## config.mk

```make
export PLATFORM = sky130hd
export DESIGN_NAME = byte_range_header_parser_unit
export DESIGN_NICKNAME = d
export VERILOG_FILES = /design/src/brhp_pkg.sv /design/src/byte_range_header_parser_unit.sv /design/src/brhp_absorb.sv /design/src/brhp_judge.sv
export SDC_FILE = /design/constraint.sdc
export NUM_CORES = 2
export LEC_CHECK = 0
export ABC_CLOCK_PERIOD_IN_PS = 17350
export BUFFER_PORTS_ARGS = -buffer_cell sky130_fd_sc_hd__buf_2
export CAP_MARGIN = 15
export CORE_MARGIN = 5
export CORE_UTILIZATION = 60
export CTS_BUF_LIST = sky130_fd_sc_hd__clkbuf_8
export CTS_CLUSTER_SIZE = 24
export DETAILED_ROUTE_END_ITERATION = 8
export PLACE_DENSITY = 0.78
export REMOVE_ABC_BUFFERS = 1
export SLEW_MARGIN = 20
export SYNTH_ARGS = -nofsm -noshare
export SYNTH_HDL_FRONTEND = slang
export SYNTH_SLANG_ARGS = --single-unit
```

## constraint.sdc

```tcl
create_clock -name clk_i -period 17.35 [get_ports clk_i]
set_input_delay 1.735 -clock clk_i [delete_from_list [all_inputs] [get_ports clk_i]]
set_output_delay 1.735 -clock clk_i [all_outputs]
set_load 0.02 [all_outputs]
```

## src/brhp_pkg.sv

```systemverilog
// ----------------------------------------------------------------------------
// brhp_pkg
// Shared types, character codes and helpers for the byte range header parser.
// ----------------------------------------------------------------------------
package brhp_pkg;

  localparam int unsigned NumW = 63;

  typedef enum logic [3:0] {
    PH_PREFIX,
    PH_DEAD,
    PH_START,
    PH_SUF_WS,
    PH_SUF_SIGN,
    PH_SUF_DIG,
    PH_FIRST_WS,
    PH_FIRST_SIGN,
    PH_FIRST_DIG,
    PH_SEC_START,
    PH_SEC_WS,
    PH_SEC_SIGN,
    PH_SEC_DIG,
    PH_SEC_BAD
  } phase_e;

  typedef struct packed {
    logic term;
    logic neg;
    logic comma;
  } flags_t;

  typedef struct packed {
    logic [2:0]      pos;
    phase_e          phase;
    logic [NumW-1:0] first;
    logic [NumW-1:0] second;
    flags_t          flags;
  } parse_state_t;

  localparam parse_state_t StateInit = '{
    pos:    3'd0,
    phase:  PH_PREFIX,
    first:  '0,
    second: '0,
    flags:  '0
  };

  localparam logic [2:0] PrefixLen = 3'd6;

  localparam logic [7:0] ChComma = 8'h2c;
  localparam logic [7:0] ChMinus = 8'h2d;
  localparam logic [7:0] ChPlus  = 8'h2b;
  localparam logic [7:0] ChZero  = 8'h30;
  localparam logic [7:0] ChNine  = 8'h39;
  localparam logic [7:0] ChSpace = 8'h20;
  localparam logic [7:0] ChTab   = 8'h09;
  localparam logic [7:0] ChCr    = 8'h0d;
  localparam logic [7:0] ChNul   = 8'h00;

  localparam logic [1:0] VerdictWhole   = 2'd0;
  localparam logic [1:0] VerdictPartial = 2'd1;
  localparam logic [1:0] VerdictUnsat   = 2'd2;

  // Characters of the literal prefix "bytes=".
  function automatic logic [7:0] prefix_char(logic [2:0] idx);
    logic [7:0] ch;
    unique case (idx)
      3'd0:    ch = 8'h62;
      3'd1:    ch = 8'h79;
      3'd2:    ch = 8'h74;
      3'd3:    ch = 8'h65;
      3'd4:    ch = 8'h73;
      3'd5:    ch = 8'h3d;
      default: ch = ChNul;
    endcase
    return ch;
  endfunction

  // Decimal accumulate that saturates at 2^63-1.
  function automatic logic [NumW-1:0] accumulate(logic [NumW-1:0] acc, logic [7:0] ch);
    logic [3:0]      dig;
    logic [NumW+3:0] prod;
    dig  = 4'(ch - ChZero);
    prod = {1'b0, acc, 3'b000} + {3'b000, acc, 1'b0} + {{NumW{1'b0}}, dig};
    return (prod[NumW+3:NumW] != 4'd0) ? {NumW{1'b1}} : prod[NumW-1:0];
  endfunction

endpackage

```

## src/byte_range_header_parser_unit.sv

```systemverilog
// ----------------------------------------------------------------------------
// byte_range_header_parser_unit
// Parses a single-range HTTP Range header value and returns verdict, start
// and length for the file size given with the last character.
// ----------------------------------------------------------------------------
// The block takes one header character per beat, one beat per clock cycle
// unless output backpressure holds a last beat. Each character is parsed
// from the input register into the parser state; the tlast beat also
// latches the file size, and its verdict passes the pending verdict
// register, where the range arithmetic runs, into the output register.
// Parser state returns to its initial value after every last beat, so the
// next header may follow at once. Backpressure on the output stalls only
// the stages that hold a pending verdict; plain characters keep flowing.
module byte_range_header_parser_unit (
  input  logic         clk_i,
  input  logic         rst_ni,
  input  logic         s_axis_tvalid_i,
  output logic         s_axis_tready_o,
  input  logic [71:0]  s_axis_tdata_i,   // header_byte [7:0], file_size [70:8], zero [71]
  input  logic         s_axis_tlast_i,   // is_last
  output logic         m_axis_tvalid_o,
  input  logic         m_axis_tready_i,
  output logic [127:0] m_axis_tdata_o    // verdict [1:0], range_start [64:2],
                                         // range_length [127:65]
);
  import brhp_pkg::*;

  // Input register.
  logic            a_valid_q;
  logic [7:0]      a_char_q;
  logic            a_last_q;
  logic [NumW-1:0] a_size_q;

  // Parser state.
  parse_state_t    st_q;
  parse_state_t    st_d;
  parse_state_t    st_next;

  // Pending verdict request.
  logic            b_valid_q;
  parse_state_t    b_state_q;
  logic [NumW-1:0] b_size_q;

  // Output register.
  logic            c_valid_q;
  logic [1:0]      c_verdict_q;
  logic [NumW-1:0] c_start_q;
  logic [NumW-1:0] c_length_q;

  logic            j_verdict;
  logic [1:0]      j_verdict_w;
  logic [NumW-1:0] j_start;
  logic [NumW-1:0] j_length;

  logic            c_ready;
  logic            b_ready;
  logic            a_fire;
  logic            a_ready;
  logic            in_fire;

  assign c_ready = !c_valid_q || m_axis_tready_i;
  assign b_ready = !b_valid_q || c_ready;
  assign a_fire  = a_valid_q && (!a_last_q || b_ready);
  assign a_ready = !a_valid_q || a_fire;
  assign in_fire = s_axis_tvalid_i && a_ready;
  assign j_verdict = b_valid_q && c_ready;

  assign s_axis_tready_o = a_ready;

  brhp_absorb u_absorb (
    .state_i (st_q),
    .char_i  (a_char_q),
    .state_o (st_next)
  );

  brhp_judge u_judge (
    .state_i   (b_state_q),
    .size_i    (b_size_q),
    .verdict_o (j_verdict_w),
    .start_o   (j_start),
    .length_o  (j_length)
  );

  always_comb begin
    st_d = st_q;
    if (a_fire) begin
      st_d = a_last_q ? StateInit : st_next;
    end
  end

  always_ff @(posedge clk_i or negedge rst_ni) begin
    if (!rst_ni) begin
      a_valid_q <= 1'b0;
      b_valid_q <= 1'b0;
      c_valid_q <= 1'b0;
      st_q      <= StateInit;
    end else begin
      st_q <= st_d;
      if (a_ready) a_valid_q <= s_axis_tvalid_i;
      if (b_ready) b_valid_q <= a_fire && a_last_q;
      if (c_ready) c_valid_q <= b_valid_q;
    end
  end

  always_ff @(posedge clk_i) begin
    if (in_fire) begin
      a_char_q <= s_axis_tdata_i[7:0];
      a_size_q <= s_axis_tdata_i[NumW+7:8];
      a_last_q <= s_axis_tlast_i;
    end
    if (a_fire && a_last_q) begin
      b_state_q <= st_next;
      b_size_q  <= a_size_q;
    end
    if (j_verdict) begin
      c_verdict_q <= j_verdict_w;
      c_start_q   <= j_start;
      c_length_q  <= j_length;
    end
  end

  assign m_axis_tvalid_o = c_valid_q;
  assign m_axis_tdata_o  = {c_length_q, c_start_q, c_verdict_q};

endmodule

```

## src/brhp_absorb.sv

```systemverilog
// ----------------------------------------------------------------------------
// brhp_absorb
// Next parse state for one header character: prefix match, grammar position,
// number accumulation and syntax flags.
// ----------------------------------------------------------------------------
module brhp_absorb (
  input  brhp_pkg::parse_state_t state_i,
  input  logic [7:0]             char_i,
  output brhp_pkg::parse_state_t state_o
);
  import brhp_pkg::*;

  logic            is_ws;
  logic            is_digit;
  logic            is_sign;
  logic [NumW-1:0] first_acc;
  logic [NumW-1:0] second_acc;
  parse_state_t    nxt;

  assign is_ws      = (char_i == ChSpace) || ((char_i >= ChTab) && (char_i <= ChCr));
  assign is_digit   = (char_i >= ChZero) && (char_i <= ChNine);
  assign is_sign    = (char_i == ChPlus) || (char_i == ChMinus);
  assign first_acc  = accumulate(state_i.first, char_i);
  assign second_acc = accumulate(state_i.second, char_i);

  always_comb begin
    nxt = state_i;
    if (!state_i.flags.term) begin
      if (char_i == ChNul) begin
        nxt.flags.term = 1'b1;
      end else begin
        if (state_i.phase != PH_PREFIX && state_i.phase != PH_DEAD && char_i == ChComma) begin
          nxt.flags.comma = 1'b1;
        end
        unique case (state_i.phase)
          PH_PREFIX: begin
            if (state_i.pos < PrefixLen && char_i == prefix_char(state_i.pos)) begin
              nxt.pos = state_i.pos + 3'd1;
              if (state_i.pos == PrefixLen - 3'd1) nxt.phase = PH_START;
            end else begin
              nxt.phase = PH_DEAD;
            end
          end
          PH_START, PH_FIRST_WS: begin
            if (state_i.phase == PH_START && char_i == ChMinus) begin
              nxt.phase = PH_SUF_WS;
            end else if (is_ws) begin
              nxt.phase = PH_FIRST_WS;
            end else if (char_i == ChPlus) begin
              nxt.phase = PH_FIRST_SIGN;
            end else if (is_digit) begin
              nxt.first = first_acc;
              nxt.phase = PH_FIRST_DIG;
            end else begin
              nxt.phase = PH_DEAD;
            end
          end
          PH_SUF_WS: begin
            if (is_ws) begin
              nxt.phase = PH_SUF_WS;
            end else if (is_sign) begin
              if (char_i == ChMinus) nxt.flags.neg = 1'b1;
              nxt.phase = PH_SUF_SIGN;
            end else if (is_digit) begin
              nxt.first = first_acc;
              nxt.phase = PH_SUF_DIG;
            end else begin
              nxt.phase = PH_DEAD;
            end
          end
          PH_SUF_SIGN, PH_SUF_DIG: begin
            if (is_digit) begin
              nxt.first = first_acc;
              nxt.phase = PH_SUF_DIG;
            end else begin
              nxt.phase = PH_DEAD;
            end
          end
          PH_FIRST_SIGN: begin
            if (is_digit) begin
              nxt.first = first_acc;
              nxt.phase = PH_FIRST_DIG;
            end else begin
              nxt.phase = PH_DEAD;
            end
          end
          PH_FIRST_DIG: begin
            if (is_digit) begin
              nxt.first = first_acc;
            end else if (char_i == ChMinus) begin
              nxt.phase = PH_SEC_START;
            end else begin
              nxt.phase = PH_DEAD;
            end
          end
          PH_SEC_START, PH_SEC_WS: begin
            if (is_ws) begin
              nxt.phase = PH_SEC_WS;
            end else if (is_sign) begin
              if (char_i == ChMinus) nxt.flags.neg = 1'b1;
              nxt.phase = PH_SEC_SIGN;
            end else if (is_digit) begin
              nxt.second = second_acc;
              nxt.phase  = PH_SEC_DIG;
            end else begin
              nxt.phase = PH_SEC_BAD;
            end
          end
          PH_SEC_SIGN, PH_SEC_DIG: begin
            if (is_digit) begin
              nxt.second = second_acc;
              nxt.phase  = PH_SEC_DIG;
            end else begin
              nxt.phase = PH_SEC_BAD;
            end
          end
          PH_DEAD, PH_SEC_BAD: begin
            nxt.phase = state_i.phase;
          end
          default: begin
            nxt.phase = state_i.phase;
          end
        endcase
      end
    end
  end

  assign state_o = nxt;

endmodule

```

## src/brhp_judge.sv

```systemverilog
// ----------------------------------------------------------------------------
// brhp_judge
// Final verdict for a completed header value against the file size.
// ----------------------------------------------------------------------------
module brhp_judge (
  input  brhp_pkg::parse_state_t     state_i,
  input  logic [brhp_pkg::NumW-1:0] size_i,
  output logic [1:0]                 verdict_o,
  output logic [brhp_pkg::NumW-1:0] start_o,
  output logic [brhp_pkg::NumW-1:0] length_o
);
  import brhp_pkg::*;

  logic            is_second;
  logic            absent;
  logic            end_ok;
  logic [NumW-1:0] suf_len;
  logic [NumW-1:0] end_pos;
  logic [NumW:0]   span;

  assign is_second = (state_i.phase == PH_SEC_START) || (state_i.phase == PH_SEC_WS) ||
                     (state_i.phase == PH_SEC_SIGN)  || (state_i.phase == PH_SEC_DIG) ||
                     (state_i.phase == PH_SEC_BAD);
  assign absent    = (state_i.phase == PH_SEC_START);
  assign end_ok    = absent || ((state_i.phase == PH_SEC_DIG) &&
                                (!state_i.flags.neg || state_i.second == '0));

  // A suffix longer than the file covers the whole file.
  assign suf_len = (state_i.first > size_i) ? size_i : state_i.first;
  assign end_pos = (absent || state_i.second >= size_i) ? size_i - NumW'(1) : state_i.second;
  // The top bit of span is the borrow: set when the end lies below the start.
  assign span    = {1'b0, end_pos} - {1'b0, state_i.first};

  always_comb begin
    verdict_o = VerdictWhole;
    start_o   = '0;
    length_o  = '0;
    if (!state_i.flags.comma) begin
      if (state_i.phase == PH_SUF_DIG) begin
        if (!state_i.flags.neg && suf_len != '0) begin
          verdict_o = VerdictPartial;
          start_o   = size_i - suf_len;
          length_o  = suf_len;
        end
      end else if (is_second) begin
        if (state_i.first >= size_i) begin
          verdict_o = VerdictUnsat;
        end else if (end_ok && !span[NumW]) begin
          verdict_o = VerdictPartial;
          start_o   = state_i.first;
          length_o  = span[NumW-1:0] + NumW'(1);
        end
      end
    end
  end

endmodule
```

Word level (Yosys, flattened, before mapping)
Cells that the tools add are included. W data, S select, Z words.

Register bits: 534. Bits in latches: 0. Bits in writable memories: 0. Bits in read-only memories: 0. Output and inout port bits: 130. Logic and storage cells: 180. Memories: 0.

Add/subtract/negate cells: 10. Multipliers: 0. Divide/modulo/power cells: 0. $lt $le $gt $ge: 8. Equal/unequal tests: 30. Shifts and indexed selects: 0. Multiplexer cells: 61. Bitwise logic cells: 0. Reductions and logical operators: 49.

Operators with widths (count): $mux W63 (23); $mux W136 (2); $pmux W63 S3 (1); $add A66 B64 Y67 (2); $add A67 B4 Y67 (2); $mux W133 (1); $ge A63 B63 Y1 (2); $pmux W63 S2 (1); $sub A63 B63 Y64 (1); $add A63 B1 Y63 const B (1); $gt A63 B63 Y1 (1); $logic_not A63 Y1 (1); $reduce_bool A63 Y1 (1); $sub A63 B1 Y63 const B (1); $sub A63 B63 Y63 (1); $mux W4 (11); $pmux W7 S6 (1); $eq A4 B4 Y1 const B (10); $eq A8 B6 Y1 const B (4); $pmux W4 S8 (1); $mux W8 (3); $eq A4 B3 Y1 const B (5); $logic_and A1 B1 Y1 (13); $logic_or A1 B1 Y1 (13); other kinds (27) (56).

Longest topological paths before layout
Word-level depth: 12. Depth in mapped cells: 32.

By module
From an unflattened synthesis, not the netlist that was laid out.

Cell total of the unflattened synthesis: 5582. Area total of the unflattened synthesis: 48243.8 µm².

Modules (own cells, without submodules): byte_range_header_parser_unit (times used 1, cells each 1167, area each 19416.1 µm², sequential area each 15459.8 µm²); brhp_judge (times used 1, cells each 2645, area each 17244.0 µm², sequential area each 0.0 µm²); brhp_absorb (times used 1, cells each 1770, area each 11583.6 µm², sequential area each 0.0 µm²).

Worst setup path before layout
Ideal clock, no wire load.

Path kind: input to register. Start: input port m_axis_tready_i. End: register c_length_q[0] (enable). Library setup time: 0.632 ns. Data arrival time: 7.475 ns. Required time: 16.718 ns. Path slack: 9.243 ns. Cell stages on the path: 2. Path buffers: 0. Path through: nor2b_1 nor2b_1.

Longest elaborated chain between the ends: 2.

RTL lines: start, declared (line byte_range_header_parser_unit.sv:22) `input logic m_axis_tready_i,`; $logic_or A1 B1 Y1 (line byte_range_header_parser_unit.sv:61) `assign c_ready = !c_valid_q || m_axis_tready_i;`; $logic_and A1 B1 Y1 (line byte_range_header_parser_unit.sv:66) `assign j_verdict = b_valid_q && c_ready;`; net j_verdict (line byte_range_header_parser_unit.sv:50) `logic j_verdict;`; end signal, assigned (line byte_range_header_parser_unit.sv:118) `c_length_q <= j_length;`; end, declared (line byte_range_header_parser_unit.sv:48) `logic [NumW-1:0] c_length_q;`.

The timed path passes the listed nets, and every way through them passes these cells. A chain may end at the register's enable or synchronous reset.

Worst setup path after layout
Start: register b_size_q[48]. End: register c_length_q[60] (data pin).

Longest elaborated chain between the ends: 10. Elaborated cells on any way between the ends: 18. Classes of those cells: add/sub: 3; order compare: 3; mux: 7; reduce/logical: 5.

RTL lines: start, declared (line byte_range_header_parser_unit.sv:42) `logic [NumW-1:0] b_size_q;`; start signal, assigned (line byte_range_header_parser_unit.sv:113) `b_size_q <= a_size_q;`; branches (longest 9 deep; another with $sub A63 B63 Y64); $mux W63 * (line brhp_judge.sv:39) `if (state_i.phase == PH_SUF_DIG) begin`.

Mark *: on every way between the ends.

==> flow_summary.toml <==
[sta]
clock.fmax_ghz = 0.0954
grt_setup_unrepaired = "false"
fin_setup_tns_ps = 0
setup_viol = 0
worst_slew_pin_slew_ps = 1230
timing.final.crit_share_pct = 60.4
final_max_slew_viol_count = 0
period_minus_slack_ps = 10480
hold_violations = 0
skew_ps = 44.7
relSlewSlack_pct = 17.7

[route]
vias = 40258
drt_iter0_drc = 4733
ant_nets = 0
wirelength_microns = 146000
avgViaCountPerCell = 6.68
wl_per_cell_microns = 24.3
drc = 0
firstDrtPassIters = 6

[critical_path]
r2r_start = "b_size_q[48]"
crit_family = "simple AND/OR/NAND/NOR gates"
r2r_cells = 28
end_kind = "flop"
crit_path_max_fanout = 62
timing.rr.end = "c_length_q[60]"
reg2reg_slack_ps = 6870
max_stage_delay_ps = 1050
cp.arrival_ps = 10910
critPathBufInv = 2
slowest_stage = "nor3_1"
cp.required_ps = 17780
startpoint_type = "flop"
crit_type = "flop to flop"

[synthesis]
syn_area_per_cell_sq_um = 9.13
synth_edf_count = 395
syn-cell-area_sq_um = 44700
synthCells = 4894
yosys_warnings = 0
ys.flop_type = "edfxtp_1"
synthArstFlopShare_pct = 26.0
ys_seq_area_share_pct = 34.3
ys_types = 90
ys_ff_latch = 534

[placement]
placed_cells = 5856
hpwl_microns = 115000
gp_congestion = 1.01
portBuffers = 205
place_area_sq_um = 46200

[power]
p_per_area_nw_per_um2 = 73.9
ir_worst_vdd_mv = 0.0640
p_leak_nw = 21.6

[final_layout]
final_common_cell = "ha_1"
mostFrequentLayoutCells = "507 x ha_1, 462 x a21oi_1, 411 x nor2_1, 395 x edfxtp_1, 312 x nand2_1"
instances_no_fill = 6027
synthToLayoutAreaGrowth_pct = 7.89
final_area_sq_um = 48200
fin_nets = 5569
drive_above_1_share_pct = 11.1

[floorplanning]
io_pins = 207
dieArea_sq_um = 80000
initial_utilization_pct = 60.2
fp-row-count = 100
core_sq_um = 74200
die_y_microns = 283
die_x_microns = 283

[grt]
grt_max_degree = 135
grt_pass1_wl_microns = 220000
grt_util_all_layers_pct = 35.4
antenna_found_initial = 5
grt_overflow = 0
grt_pass1_vias = 37291

[min_path]
min_to = "b_size_q[41]"
worstHoldPathCells = 0
hp-start = "a_size_q[41]"
min_path_type = "flop to flop"

[clock_tree]
h-tree-depth = 3
clockRootBuffer = "clkbuf_8"
clockBufferDepth = 3
clk_pin_slew_ps = 60
cts.sinks = 534
cts_tree = "yes"
post_cts_buffers = 0
hold_buffers = 0
clk_latency_ps = 750
ctsResizeCount = 0
cts_buffers = 90

[run_status]
outcome = "complete, no violations"

[run]
drv_cap = 0
-- synthesized netlist by cell type (26+ instances only) --
master	n	share of area [%]
nor2_1	413	3.5
nand4_1	134	1.9
edfxtp_1	395	27
a211oi_1	27	0.45
nor4_1	83	1.2
clkbuf_1	210	1.8
a31oi_1	47	0.66
o31ai_1	26	0.44
nand2_1	314	2.6
xor2_1	122	2.4
o21a_1	57	0.96
inv_1	210	1.8
or3_1	39	0.55
o21bai_1	53	0.89
o21ai_0	269	3.0
xnor2_1	198	3.9
mux2_2	62	1.6
ha_1	507	14
nor2b_1	39	0.55
o22a_1	66	1.3
o22ai_1	102	1.4
nand2b_1	32	0.45
nor3_1	89	1.0
a21o_1	233	3.9
o221a_2	62	1.6
a21oi_1	462	5.2
dfrtp_1	139	7.8
and2_1	35	0.49
nand3_1	84	0.94
and3_1	44	0.62
-- sequential cells by signal (all words and copies together), names as in the netlist --
register	flops
m_axis_tvalid_o	1
a_last_q	1
b_state_q	132
c_start_q	63
c_verdict_q	2
b_valid_q	1
st_q	136
b_size_q	63
c_length_q	63
a_char_q	8
a_size_q	63
a_valid_q	1
-- per-layer routing --
metal	GRT usage, %	vias up	share of wire (%)
li1	-	18743	-
met4	12.9	0	4.0
met2	53.5	2042	43
met3	6.04	290	9.9
met5	0	-	0
met1	51.5	19183	43
-- how the worst max path moves through the flow --
stage / start / endpoint / slack (ps) / depth (start not counted)
final: b_size_q[48] / c_length_q[60] / 6870 / 28
after CTS: b_size_q[48] / c_start_q[28] / 7170 / 26
after global placement: b_size_q[48] / c_start_q[28] / 7360 / 26
after global routing: b_size_q[48] / c_length_q[61] / 6620 / 28
after detailed placement: b_size_q[48] / c_start_q[28] / 7180 / 26
after floorplan: b_size_q[16] / c_length_q[61] / 8020 / 25
-- worst reg2reg max path: cells and delay by family (launching register included) --
family / cells / cell delay, ps
adders and majority gates: 2 / 760
muxes: 1 / 440
DFF: 1 / 560
buffers and inverters: 2 / 850
and+or+nand+nor: 10 / 3950
AOI/OAI and AO/OA: 13 / 3630
-- per-stage QoR --
stage	total power, mW	setup WS, ps	hold slack, ps	utilization (%)
after floorplan	2.07	8020	400	-
after global placement	2.30	7360	402	62.3
after detailed placement	2.31	7180	405	62.3
after CTS	3.55	7170	417	64.9
after global routing	3.71	6620	424	65.0
final	3.56	6870	418	65.0
-- cells by family after synthesis --
group,Yosys count,share of synthesized area [%]
adders and majority gates,513,14.5
muxes,72,1.79
and+or+nand+nor,1402,15.5
AOI/OAI and AO/OA,1603,23.7
DFF,534,34.3
buffers and inverters,450,4.00
xor gates and xnor gates,320,6.27
-- where the power goes --
| part | total, mW | internal [mW] | switching (mW) | leakage, nW |
|---|---|---|---|---|
| registers | 1.49 | 1.43 | 0.0549 | 5.74 |
| clock network | 1.25 | 0.675 | 0.573 | 1.06 |
| logic | 0.826 | 0.293 | 0.532 | 14.8 |
| total | 3.56 | 2.40 | 1.16 | 21.6 |
-- layout make-up --
cell class                      instances  area [sq um]
Clock inverter                         68           597
Antenna cell                            3          7.51
Clock buffer                          100          1380
Inverter                              210           796
Timing Repair Buffer                  233          1240
Sequential cell                       534         15300
Tap cell                              969          1210
Fill cell                            6183         26000
Multi-Input combinational cell       3910         27600
Power figures use the tool's default switching activity.
